===== config.mk =====
export PLATFORM = sky130hd
export DESIGN_NAME = link_frame_receiver
export DESIGN_NICKNAME = d
export VERILOG_FILES = /design/src/rtl/core/lfr_pkg.sv /design/src/rtl/core/link_frame_receiver.sv
export SDC_FILE = /design/constraint.sdc
export NUM_CORES = 1
export LEC_CHECK = 0
export ABC_CLOCK_PERIOD_IN_PS = 6300
export BUFFER_PORTS_ARGS = -buffer_cell sky130_fd_sc_hd__buf_2
export CAP_MARGIN = 20
export CORE_MARGIN = 8
export CORE_UTILIZATION = 56
export DETAILED_ROUTE_END_ITERATION = 10
export PLACE_DENSITY = 0.84
export SYNTH_ARGS = -nofsm -noshare
export SYNTH_HDL_FRONTEND = slang
export SYNTH_SLANG_ARGS = --single-unit

===== constraint.sdc =====
create_clock -name clk -period 6.3 [get_ports clk]
set_input_delay 0.315 -clock clk [delete_from_list [all_inputs] [get_ports clk]]
set_output_delay 0.315 -clock clk [all_outputs]
set_load 0.005 [all_outputs]

===== src/rtl/core/lfr_pkg.sv =====
// Shared types and constants of the link frame receiver.
// Depends on nothing; imported by the receiver core.
package lfr_pkg;

	// Largest data field the design supports, before the register limit.
	localparam int MAX_DATA = 1024;

	// Field widths.
	localparam int BYTE_W   = 8;
	localparam int LEN_W    = 11;
	localparam int KIND_W   = 2;
	localparam int STATUS_W = 3;
	localparam int CFG_IDX_W = 2;
	localparam int CFG_DATA_W = 11;

	// Hard cap on the data count: the smaller of MAX_DATA and what LEN_W holds.
	localparam logic [LEN_W-1:0] DATA_CAP =
		(MAX_DATA > (1 << LEN_W) - 1) ? {LEN_W{1'b1}} : LEN_W'(MAX_DATA);

	// Configuration register indexes.
	localparam logic [CFG_IDX_W-1:0] REG_STATION_ADDRESS = 2'd0;
	localparam logic [CFG_IDX_W-1:0] REG_MAX_DATA_LEN    = 2'd1;

	// Line bytes.
	localparam logic [BYTE_W-1:0] FLAG_BYTE = 8'h5C;
	localparam logic [BYTE_W-1:0] ESC_BYTE  = 8'h5D;
	localparam logic [BYTE_W-1:0] ESC_FLAG  = 8'h7C;
	localparam logic [BYTE_W-1:0] ESC_ESC   = 8'h7D;

	// Control bytes.
	localparam logic [BYTE_W-1:0] CTL_I0   = 8'h80;
	localparam logic [BYTE_W-1:0] CTL_I1   = 8'hC0;
	localparam logic [BYTE_W-1:0] CTL_SET  = 8'h07;
	localparam logic [BYTE_W-1:0] CTL_DISC = 8'h0A;
	localparam logic [BYTE_W-1:0] CTL_UA   = 8'h06;
	localparam logic [BYTE_W-1:0] CTL_RR0  = 8'h11;
	localparam logic [BYTE_W-1:0] CTL_RR1  = 8'h01;
	localparam logic [BYTE_W-1:0] CTL_REJ0 = 8'h15;
	localparam logic [BYTE_W-1:0] CTL_REJ1 = 8'h05;

	// Result kinds.
	localparam logic [KIND_W-1:0] KIND_PAYLOAD  = 2'd0;
	localparam logic [KIND_W-1:0] KIND_RESPONSE = 2'd1;
	localparam logic [KIND_W-1:0] KIND_STATUS   = 2'd2;

	// Frame status codes.
	localparam logic [STATUS_W-1:0] STS_NONE   = 3'd0;
	localparam logic [STATUS_W-1:0] STS_GOOD_I = 3'd1;
	localparam logic [STATUS_W-1:0] STS_BAD_I  = 3'd2;
	localparam logic [STATUS_W-1:0] STS_SET    = 3'd3;
	localparam logic [STATUS_W-1:0] STS_DISC   = 3'd4;
	localparam logic [STATUS_W-1:0] STS_UA     = 3'd5;

	// Steps of a response frame followed by its status item.
	localparam logic [2:0] STEP_OPEN   = 3'd0;
	localparam logic [2:0] STEP_ADDR   = 3'd1;
	localparam logic [2:0] STEP_CTRL   = 3'd2;
	localparam logic [2:0] STEP_BCC    = 3'd3;
	localparam logic [2:0] STEP_CLOSE  = 3'd4;
	localparam logic [2:0] STEP_STATUS = 3'd5;

	// Result descriptor queue.
	localparam int FIFO_DEPTH = 4;
	localparam int FIFO_AW    = $clog2(FIFO_DEPTH);

	typedef enum logic [5:0] {
		ST_HUNT = 6'b000001,
		ST_FLAG = 6'b000010,
		ST_ADDR = 6'b000100,
		ST_CTRL = 6'b001000,
		ST_SUP  = 6'b010000,
		ST_DATA = 6'b100000
	} parse_state_t;

	typedef enum logic [1:0] {
		DESC_PAYLOAD = 2'd0,
		DESC_FRAME   = 2'd1,
		DESC_STATUS  = 2'd2
	} desc_kind_t;

	// One entry per input byte that causes results.
	typedef struct packed {
		desc_kind_t          kind;
		logic [BYTE_W-1:0]   data;    // payload byte or response control
		logic [STATUS_W-1:0] status;
		logic                seq;
		logic [LEN_W-1:0]    len;
	} desc_t;

endpackage


===== src/rtl/core/link_frame_receiver.sv =====
// Link frame receiver: flag hunt, header check, destuffing, BCC2 check, responses.
// Depends on lfr_pkg for types, codes and sizes.
//
// Raw line bytes enter on the in channel, one item per cycle at most. An accepted
// byte is registered, parsed against the frame state, and its results are queued
// as one descriptor in a four-entry queue, from which the first result passes into
// the output register. Data bytes of an I-frame are delivered one byte late, so
// BCC2 never shows as payload, and are delivered before the frame is checked: a bad
// status item tells the user to discard what came. A closing flag produces a five
// byte response frame (RR, REJ, UA or DISC) followed by a status item, six output
// items from the one output register; a received UA produces a status item only.
// Payload runs at one item per cycle in and out while out_ready stays high. The
// output sequencer is what sets the rate in bursts: the descriptor it walks stays
// at the head of the queue until its last result, so the queue absorbs up to three
// more descriptors behind it, and the input stalls only once the queue is full.
// The closing flag of a frame also opens the next one. Write station_address and
// max_data_len only while the block is idle.
module link_frame_receiver
	import lfr_pkg::*;
(
	input  logic                  clk,
	input  logic                  arst_n,
	// received bytes
	input  logic                  in_valid,
	output logic                  in_ready,
	input  logic [BYTE_W-1:0]     rx_byte,
	// results
	output logic                  out_valid,
	input  logic                  out_ready,
	output logic [KIND_W-1:0]     out_kind,
	output logic [BYTE_W-1:0]     out_byte,
	output logic [STATUS_W-1:0]   frame_status,
	output logic                  seq_bit,
	output logic [LEN_W-1:0]      data_len,
	output logic                  last,
	// configuration writes
	input  logic                  cfg_valid,
	output logic                  cfg_ready,
	input  logic [CFG_IDX_W-1:0]  cfg_index,
	input  logic [CFG_DATA_W-1:0] cfg_data
);

	// ---------------------------------------------------------------- config
	logic [BYTE_W-1:0] station_q;
	logic [LEN_W-1:0]  max_len_q;
	logic [LEN_W-1:0]  limit;

	assign cfg_ready = 1'b1;

	always_ff @(posedge clk or negedge arst_n) begin
		if (!arst_n) begin
			station_q <= 8'h03;
			max_len_q <= 11'd255;
		end else if (cfg_valid && cfg_ready) begin
			case (cfg_index)
				REG_STATION_ADDRESS: station_q <= cfg_data[BYTE_W-1:0];
				REG_MAX_DATA_LEN:    max_len_q <= cfg_data[LEN_W-1:0];
				default: ;
			endcase
		end
	end

	// Effective data limit: register value clamped to the design cap.
	assign limit = (max_len_q > DATA_CAP) ? DATA_CAP : max_len_q;

	// ---------------------------------------------------------- input stage
	logic              valid_s1;
	logic [BYTE_W-1:0] byte_s1;
	logic              commit;

	logic [FIFO_AW:0]  fifo_cnt_q;
	logic              fifo_full;

	assign fifo_full = (fifo_cnt_q == (FIFO_AW+1)'(FIFO_DEPTH));
	// Hold the registered byte until the queue can take whatever it causes.
	assign commit    = valid_s1 && !fifo_full;
	assign in_ready  = !valid_s1 || commit;

	always_ff @(posedge clk or negedge arst_n) begin
		if (!arst_n) begin
			valid_s1 <= 1'b0;
		end else if (in_ready) begin
			valid_s1 <= in_valid;
		end
	end

	always_ff @(posedge clk) begin
		if (in_valid && in_ready) begin
			byte_s1 <= rx_byte;
		end
	end

	// --------------------------------------------------------------- parser
	parse_state_t      state_q, state_d;
	logic [BYTE_W-1:0] control_q, control_d;
	logic [BYTE_W-1:0] held_q, held_d;
	logic              held_valid_q, held_valid_d;
	logic              esc_q, esc_d;
	logic [BYTE_W-1:0] xor_q, xor_d;
	logic [LEN_W-1:0]  count_q, count_d;
	logic              overlong_q, overlong_d;

	logic              push_en;
	desc_t             push_desc;

	logic              take_en;
	logic [BYTE_W-1:0] take_byte;
	logic              is_iframe;
	logic              seq;
	logic              good;

	assign is_iframe = (control_q == CTL_I0) || (control_q == CTL_I1);
	assign seq       = (control_q == CTL_I1);
	assign good      = held_valid_q && !esc_q && !overlong_q &&
	                   (count_q != '0) && (xor_q == held_q);

	always_comb begin
		state_d      = state_q;
		control_d    = control_q;
		held_d       = held_q;
		held_valid_d = held_valid_q;
		esc_d        = esc_q;
		xor_d        = xor_q;
		count_d      = count_q;
		overlong_d   = overlong_q;
		push_en      = 1'b0;
		push_desc    = '{kind: DESC_PAYLOAD, data: '0, status: STS_NONE,
		                 seq: 1'b0, len: '0};
		take_en      = 1'b0;
		take_byte    = byte_s1;

		case (state_q)
			ST_HUNT: begin
				if (byte_s1 == FLAG_BYTE) state_d = ST_FLAG;
			end
			ST_FLAG: begin
				if (byte_s1 == station_q)      state_d = ST_ADDR;
				else if (byte_s1 != FLAG_BYTE) state_d = ST_HUNT;
			end
			ST_ADDR: begin
				if (byte_s1 == CTL_I0 || byte_s1 == CTL_I1 || byte_s1 == CTL_SET ||
				    byte_s1 == CTL_DISC || byte_s1 == CTL_UA) begin
					control_d = byte_s1;
					state_d   = ST_CTRL;
				end else if (byte_s1 == FLAG_BYTE) begin
					state_d = ST_FLAG;
				end else begin
					state_d = ST_HUNT;
				end
			end
			ST_CTRL: begin
				if (byte_s1 == (station_q ^ control_q)) begin
					if (is_iframe) begin
						held_d       = '0;
						held_valid_d = 1'b0;
						esc_d        = 1'b0;
						xor_d        = '0;
						count_d      = '0;
						overlong_d   = 1'b0;
						state_d      = ST_DATA;
					end else begin
						state_d = ST_SUP;
					end
				end else if (byte_s1 == FLAG_BYTE) begin
					state_d = ST_FLAG;
				end else begin
					state_d = ST_HUNT;
				end
			end
			ST_SUP: begin
				if (byte_s1 == FLAG_BYTE) begin
					push_en = 1'b1;
					if (control_q == CTL_SET) begin
						push_desc.kind   = DESC_FRAME;
						push_desc.data   = CTL_UA;
						push_desc.status = STS_SET;
					end else if (control_q == CTL_DISC) begin
						push_desc.kind   = DESC_FRAME;
						push_desc.data   = CTL_DISC;
						push_desc.status = STS_DISC;
					end else begin
						push_desc.kind   = DESC_STATUS;
						push_desc.status = STS_UA;
					end
					state_d = ST_FLAG;
				end else begin
					state_d = ST_HUNT;
				end
			end
			ST_DATA: begin
				if (byte_s1 == FLAG_BYTE) begin
					// Close the I-frame: answer RR or REJ, then report.
					push_en          = 1'b1;
					push_desc.kind   = DESC_FRAME;
					push_desc.data   = seq ? (good ? CTL_RR1 : CTL_REJ1)
					                       : (good ? CTL_RR0 : CTL_REJ0);
					push_desc.status = good ? STS_GOOD_I : STS_BAD_I;
					push_desc.seq    = seq;
					push_desc.len    = count_q;
					state_d          = ST_FLAG;
				end else if (esc_q) begin
					esc_d = 1'b0;
					if (byte_s1 == ESC_FLAG) begin
						take_en   = 1'b1;
						take_byte = FLAG_BYTE;
					end else if (byte_s1 == ESC_ESC) begin
						take_en   = 1'b1;
						take_byte = ESC_BYTE;
					end
				end else if (byte_s1 == ESC_BYTE) begin
					esc_d = 1'b1;
				end else begin
					take_en = 1'b1;
				end
			end
			default: begin
				state_d = ST_HUNT;
			end
		endcase

		// Release the held byte as payload, or drop it past the limit.
		if (take_en) begin
			if (held_valid_q) begin
				if (count_q < limit) begin
					push_en        = 1'b1;
					push_desc.kind = DESC_PAYLOAD;
					push_desc.data = held_q;
					xor_d          = xor_q ^ held_q;
					count_d        = count_q + 1'b1;
				end else begin
					overlong_d = 1'b1;
				end
			end
			held_d       = take_byte;
			held_valid_d = 1'b1;
		end
	end

	always_ff @(posedge clk or negedge arst_n) begin
		if (!arst_n) begin
			state_q      <= ST_HUNT;
			control_q    <= '0;
			held_q       <= '0;
			held_valid_q <= 1'b0;
			esc_q        <= 1'b0;
			xor_q        <= '0;
			count_q      <= '0;
			overlong_q   <= 1'b0;
		end else if (commit) begin
			state_q      <= state_d;
			control_q    <= control_d;
			held_q       <= held_d;
			held_valid_q <= held_valid_d;
			esc_q        <= esc_d;
			xor_q        <= xor_d;
			count_q      <= count_d;
			overlong_q   <= overlong_d;
		end
	end

	// ------------------------------------------------------ descriptor queue
	desc_t              fifo_q [FIFO_DEPTH];
	logic [FIFO_AW-1:0] wr_ptr_q, rd_ptr_q;
	logic               push, pop;
	desc_t              head;

	assign push = commit && push_en;
	assign head = fifo_q[rd_ptr_q];

	always_ff @(posedge clk) begin
		if (push) begin
			fifo_q[wr_ptr_q] <= push_desc;
		end
	end

	always_ff @(posedge clk or negedge arst_n) begin
		if (!arst_n) begin
			wr_ptr_q   <= '0;
			rd_ptr_q   <= '0;
			fifo_cnt_q <= '0;
		end else begin
			if (push) wr_ptr_q <= wr_ptr_q + 1'b1;
			if (pop)  rd_ptr_q <= rd_ptr_q + 1'b1;
			case ({push, pop})
				2'b10:   fifo_cnt_q <= fifo_cnt_q + 1'b1;
				2'b01:   fifo_cnt_q <= fifo_cnt_q - 1'b1;
				default: fifo_cnt_q <= fifo_cnt_q;
			endcase
		end
	end

	// ------------------------------------------------------ output sequencer
	logic [2:0]          step_q;
	logic                emit;
	logic                final_step;
	logic [KIND_W-1:0]   gen_kind;
	logic [BYTE_W-1:0]   gen_byte;
	logic [STATUS_W-1:0] gen_status;
	logic                gen_seq;
	logic [LEN_W-1:0]    gen_len;

	logic                out_valid_q;
	logic [KIND_W-1:0]   kind_q;
	logic [BYTE_W-1:0]   byte_q;
	logic [STATUS_W-1:0] status_q;
	logic                seq_q;
	logic [LEN_W-1:0]    len_q;
	logic                last_q;

	assign emit = (fifo_cnt_q != '0) && (!out_valid_q || out_ready);
	assign pop  = emit && final_step;

	// Walk the head descriptor one result per cycle while the output register can take one.
	always_comb begin
		gen_kind   = KIND_STATUS;
		gen_byte   = '0;
		gen_status = head.status;
		gen_seq    = head.seq;
		gen_len    = head.len;
		final_step = 1'b1;
		case (head.kind)
			DESC_PAYLOAD: begin
				gen_kind   = KIND_PAYLOAD;
				gen_byte   = head.data;
				gen_status = STS_NONE;
				gen_seq    = 1'b0;
				gen_len    = '0;
			end
			DESC_FRAME: begin
				if (step_q != STEP_STATUS) begin
					gen_kind   = KIND_RESPONSE;
					gen_status = STS_NONE;
					gen_seq    = 1'b0;
					gen_len    = '0;
					final_step = 1'b0;
				end
				case (step_q)
					STEP_OPEN:  gen_byte = FLAG_BYTE;
					STEP_ADDR:  gen_byte = station_q;
					STEP_CTRL:  gen_byte = head.data;
					STEP_BCC:   gen_byte = station_q ^ head.data;
					STEP_CLOSE: gen_byte = FLAG_BYTE;
					default:    gen_byte = '0;
				endcase
			end
			default: ;
		endcase
	end

	always_ff @(posedge clk or negedge arst_n) begin
		if (!arst_n) begin
			step_q      <= STEP_OPEN;
			out_valid_q <= 1'b0;
		end else begin
			if (emit) begin
				step_q <= final_step ? STEP_OPEN : step_q + 1'b1;
			end
			if (!out_valid_q || out_ready) begin
				out_valid_q <= emit;
			end
		end
	end

	always_ff @(posedge clk) begin
		if (emit) begin
			kind_q   <= gen_kind;
			byte_q   <= gen_byte;
			status_q <= gen_status;
			seq_q    <= gen_seq;
			len_q    <= gen_len;
			last_q   <= final_step;
		end
	end

	assign out_valid    = out_valid_q;
	assign out_kind     = kind_q;
	assign out_byte     = byte_q;
	assign frame_status = status_q;
	assign seq_bit      = seq_q;
	assign data_len     = len_q;
	assign last         = last_q;

	// ----------------------------------------------------------- assertions
	a_fifo_bound: assert property (@(posedge clk) disable iff (!arst_n)
		fifo_cnt_q <= (FIFO_AW+1)'(FIFO_DEPTH))
		else $error("descriptor queue count past its depth");

	a_step_needs_head: assert property (@(posedge clk) disable iff (!arst_n)
		(step_q != STEP_OPEN) |-> (fifo_cnt_q != '0))
		else $error("frame walk in progress with an empty queue");

	a_response_not_last: assert property (@(posedge clk) disable iff (!arst_n)
		(out_valid && out_kind == KIND_RESPONSE) |-> (!last && frame_status == STS_NONE))
		else $error("response byte flagged last or carrying status");

	a_single_ends: assert property (@(posedge clk) disable iff (!arst_n)
		(out_valid && (out_kind == KIND_PAYLOAD || out_kind == KIND_STATUS)) |-> last)
		else $error("payload or status item not flagged last");

endmodule

# Yosys cells after proc, flatten, opt, wreduce, memory -nomap -nowiden
# Memories as Yosys holds them, arrays and structs flattened.
# Index checks and enable logic that the tools add are counted.
# Widths: inputs -> output; s select.
# word_totals
regBits	109
n_memories	1
wordCells	199
ram_bits	100
inputBits	26
# memory_table
memory	depth	word_bits	read_ports	rd_ports_with_merged_regs	write_ports	line	text
fifo_q	4	25	1	0	1	link_frame_receiver.sv:262	desc_t fifo_q [FIFO_DEPTH];
# op_classes
reduce_logical	40
add_sub_neg	6
n_mux	86
bitwise	3
magnitude_cmp	2
eq_ne	38
# op_table
operator	count
$mux 8	15
$mux 11	8
$eq 8x7->1 const B	4
$eq 8x8->1 const B	4
$pmux 8 s4	1
$mux 1	30
$mux 10	3
$mux 6	5
$pmux 6 s5	1
$mux 13	2
$pmux 13 s2	1
$eq 8x3->1 const B	3
$eq 8x8->1	3
$mux 24	1
$xor 8x8->8	3
$pmux 11 s2	1
$eq 8x4->1 const B	2
$pmux 8 s2	1
$mux 12	1
$mux 3	4
$pmux 3 s2	2
$add 11x1->11 const B	1
$gt 11x11->1 const B	1
$lt 11x11->1	1
other kinds (36)	77

# Logic depth before layout (Yosys ltp)
# logic_depth
ltp_word	12
ltp_mapped	15

# Least setup slack after synthesis
# Ideal clock, no wire load.
# synth_path
path_type	register to register
from	reg max_len_q[10]
to	mem fifo_q[0][0] in the netlist's numbering (enable)
setup_time_ps	384
period_less_slack_ps	3089
path_stages_with_launch	10
arrival_time_ps	2705
path_slack_ps	3211
required_ps	5916
path_cell_list	dfrtp_1 -> clkinv_1 -> nand2_1 -> ha_1 -> a211o_1 -> a221oi_1 -> and4b_1 -> nand2_1 -> a21oi_2 -> and2_1
# synth_between
elab_chain_cells	9
# synth_lines
element	line	text
from (decl)	link_frame_receiver.sv:45	logic [LEN_W-1:0] max_len_q;
from (signal assigned)	link_frame_receiver.sv:57	REG_MAX_DATA_LEN: max_len_q <= cfg_data[LEN_W-1:0];
$gt 11x11->1	link_frame_receiver.sv:64	assign limit = (max_len_q > DATA_CAP) ? DATA_CAP : max_len_q;
$mux 11 (*)	link_frame_receiver.sv:64	
$lt 11x11->1 (*)	link_frame_receiver.sv:224	if (count_q < limit) begin
$mux 1 (*)	link_frame_receiver.sv:224	
$mux 1 (*)	link_frame_receiver.sv:223	if (held_valid_q) begin
$mux 1 (*)	link_frame_receiver.sv:222	if (take_en) begin
$logic_and 1x1->1 (*)	link_frame_receiver.sv:267	assign push = commit && push_en;
$mux 1 (*)	link_frame_receiver.sv:271	if (push) begin
$mux 1 (implied by the code) (*)	link_frame_receiver.sv:272	fifo_q[wr_ptr_q] <= push_desc;
to (decl)	link_frame_receiver.sv:262	
# Mark *: on every way between the ends. The rest lies on a longest branch, timed or not.

# Worst setup path in the final report
# layout_path
from	reg max_len_q[10]
to	mem fifo_q[1][19] in the netlist's numbering (enable)
# The elaborated chain is that of the path after synthesis.

==> impl_results.md <==
* Status: completed
* Syn_nets at about 750
* Top_reg_cell synth: edfxtp_1
* Seq. cell area at 5914 µm²
* Setup CP Type: reg2reg
* Final instance area at 11030 µm²
* Power per Cell Area at between 200 and 300 nW/µm²
* Sequential-to-total area share from yosys stat at about three fifths
* Worst-Skew Late Latency at approximately 500 ps
* Post-route setup slack at between 2000 and 2500 ps
* Post-Syn Area per Cell at between 10 and 15 µm²
* Synthesized instance count at 699
* Netlist Area Pre-Place at just under 10000 µm²
* IO buf count at 53
* Yosys cell types at 76
* Startpoint types: register
* Final TNS setup at 0 ps
* Worst min path class: in2reg
* Fin crit period at approximately 4000 ps
* Via count at 6137
* CP cell instances: clkinv_1, ha_1, and4_1, a221oi_1, and4b_1, nand2_1, a21oi_2, and2_1, buf_8
* Pre-CTS WS at 2377 ps
* Root Buffer: clkbuf_16
* CTS tree: built
* EDFF count, synth at around 130
* GR Util All Layers at between 15 and 20%
* Largest net degree at the start of global routing at 76
* Leakage power at roughly 4 nW
* Clock-pin slew on the worst setup and hold paths at 60 ps
* Area of the multi-input gates at between 3000 and 4000 µm²
* Iter 0 DRT Violations at around 470
* Fin nets at just over 800
* Final-report hold violation count at 0
* Std-Cell Rows at 48
* Worst slew pin tran at between 900 and 1000 ps
* Vias in the first global route at ~6300
* Clock H-tree levels at 1
* Syn-to-layout area delta at 13.25%
* Clock tree buffer depth at 3
* Asr flop ratio synth at between 30% and 40%
* I/O Pins at 55
* Remaining global-route overflow at 0
* Die width at 147.9 µm
* Yosys reg bits at between 200 and 250
* Req. time, crit path at roughly 6500 ps
* Initial core utilization at 56.69%
* First-pass GRT wire length at around 34 mm
* Routed Antenna Nets at 0
* CP Capture Type: register
* HPWL after detailed placement at approximately 15 mm
* CP arrival at between 4000 and 5000 ps
* Post-CTS resize count at 0
* Most common cell after layout, fill and taps aside: edfxtp_1
* Relative slew margins at 35.03%
* GPL Wtd Cong at ~0.85
* Cts hold-fix bufs at 8
* RSZ-0062 raised after global routing: no
* Die outline area at between 20000 and 25000 µm²
* Most frequent cells in the layout: edfxtp_1 (134), dfrtp_1 (64), nand2_1 (55)
* Synth warn at 0
* Sink Count at 209
* 1st-pass router iterations at 5
* DP Area at between 10000 and 15000 µm²
* Share of layout cells above drive strength 1 at 21.53%
* Layout fillers at 1200
* DR WL/cell at approximately 21 µm
* Max capacitance violation total at 0
* Final-report setup violation count at 0
* Final Slew Violations at 0
* Ant diodes at 0
* Top delay family on crit path: simple AND/OR/NAND/NOR gates
* WL final at around 21 mm
* Initial antenna violation count at 0
* CP max FO at 15
* Max Fclk at 250.8 MHz
* Final period util at ~63%
* Cell accounting for the most synthesized area: edfxtp_1
* CP max stage cell: and2_1
* Max incr delay on CP at between 700 and 800 ps
* Setup bufs post-CTS at 0
* DRC at 0
* Post-synth top area share at 41.33%
* Area contributors post-synth: edfxtp_1 (41%), dfrtp_1 (16%), mux4_2 (5.8%), dfstp_2 (3.0%), ha_1 (2.8%)
* Total CTS buffers at 22
* Die span in y at 147.9 µm
* Worst ir drop on vdd at 0.2105 mV
* Vias/cell at between 6 and 7
* Core area at between 15000 and 20000 µm²
* Buf+Inv Stages, Crit Path at 2
* Clk_skew at about 24 ps
## synth_stat cells, types with 12 or more instances
library cell and instances:
and2_1 19, nand3_1 13, mux4_2 25, o21ai_0 44, mux2_2 19, nand2_1 55, nor2b_1 23, ha_1 22
dfrtp_1 64, nand2b_1 21, inv_1 19, nor2_1 22, and3_1 12, edfxtp_1 134
## logic make-up after synthesis
kind of cell    count (synthesis)  synth area share, %
other cells                     1              0.03851
buf+inv                        47                2.300
fa+ha+maj                      23                3.033
flops                         209                60.74
compound gates                114                8.006
xor+xnor                       25                3.097
simple gates                  227                13.79
mux                            53                8.995
## per-stage QoR
stage                     util [%]  hold WS (ps)  cells  power, mW
after floorplan                  -         19.41    699      1.693
after global placement       59.22         468.4    955      1.741
after detailed placement     59.57         475.5    959      1.755
after CTS                    63.98         15.63   1007      2.953
after global routing         64.20         26.41   1010      3.033
final                        64.20         27.66   1010      2.943
## where the power goes
group	leakage [nW]	switching [mW]	internal (mW)
clock network	0.329	0.502	0.705
logic	1.75	0.0937	0.0909
registers	1.93	0.0555	1.50
total	4.01	0.652	2.29
## area by class of cell
cell class	count	share of cell area [%]
clock buffer	34	5.866
clock inverter	6	0.2723
inverter	20	0.6808
sequential	209	53.64
multi-input combinational	443	32.63
tap	225	2.553
timing repair buffer	73	4.357
## state kept, by name (all words and copies together) (netlist names), 3 cells and up
register,flops
fifo_q,100
count_q,11
out_byte,8
station_q,8
step_q,3
xor_q,8
max_len_q,11
fifo_cnt_q,3
byte_s1,8
data_len,11
control_q,8
held_q,8
state_q,6
frame_status,3
## metal layers
layer / share of wire (%) / wire (µm) / vias to the layer above / global-route usage (%)
met5: 0 / 0 / - / 0
met1: 39 / 8434 / 3085 / 23.79
met3: 6.7 / 1432 / 39 / 3.210
met2: 52 / 11120 / 235 / 34.56
met4: 1.9 / 416 / 0 / 5.609
li1: - / - / 2778 / -
## path summary, 6_finish.rpt
kind | cells past startpoint | end | slack (ps) | from
worst max-delay path | 9 | fifo_q[1][19] | 2310 | max_len_q[10]
worst min-delay path | 2 | valid_s1 | 30 | in_valid
worst max register to register | 9 | fifo_q[1][19] | 2310 | max_len_q[10]
worst min register to register | 1 | overlong_q | 500 | overlong_q
max in group asynchronous | 2 | wr_ptr_q[0] | 5590 | arst_n
min in group asynchronous | 2 | state_q[3] | 40 | arst_n
No activity file was read; power rests on OpenSTA's default activity.
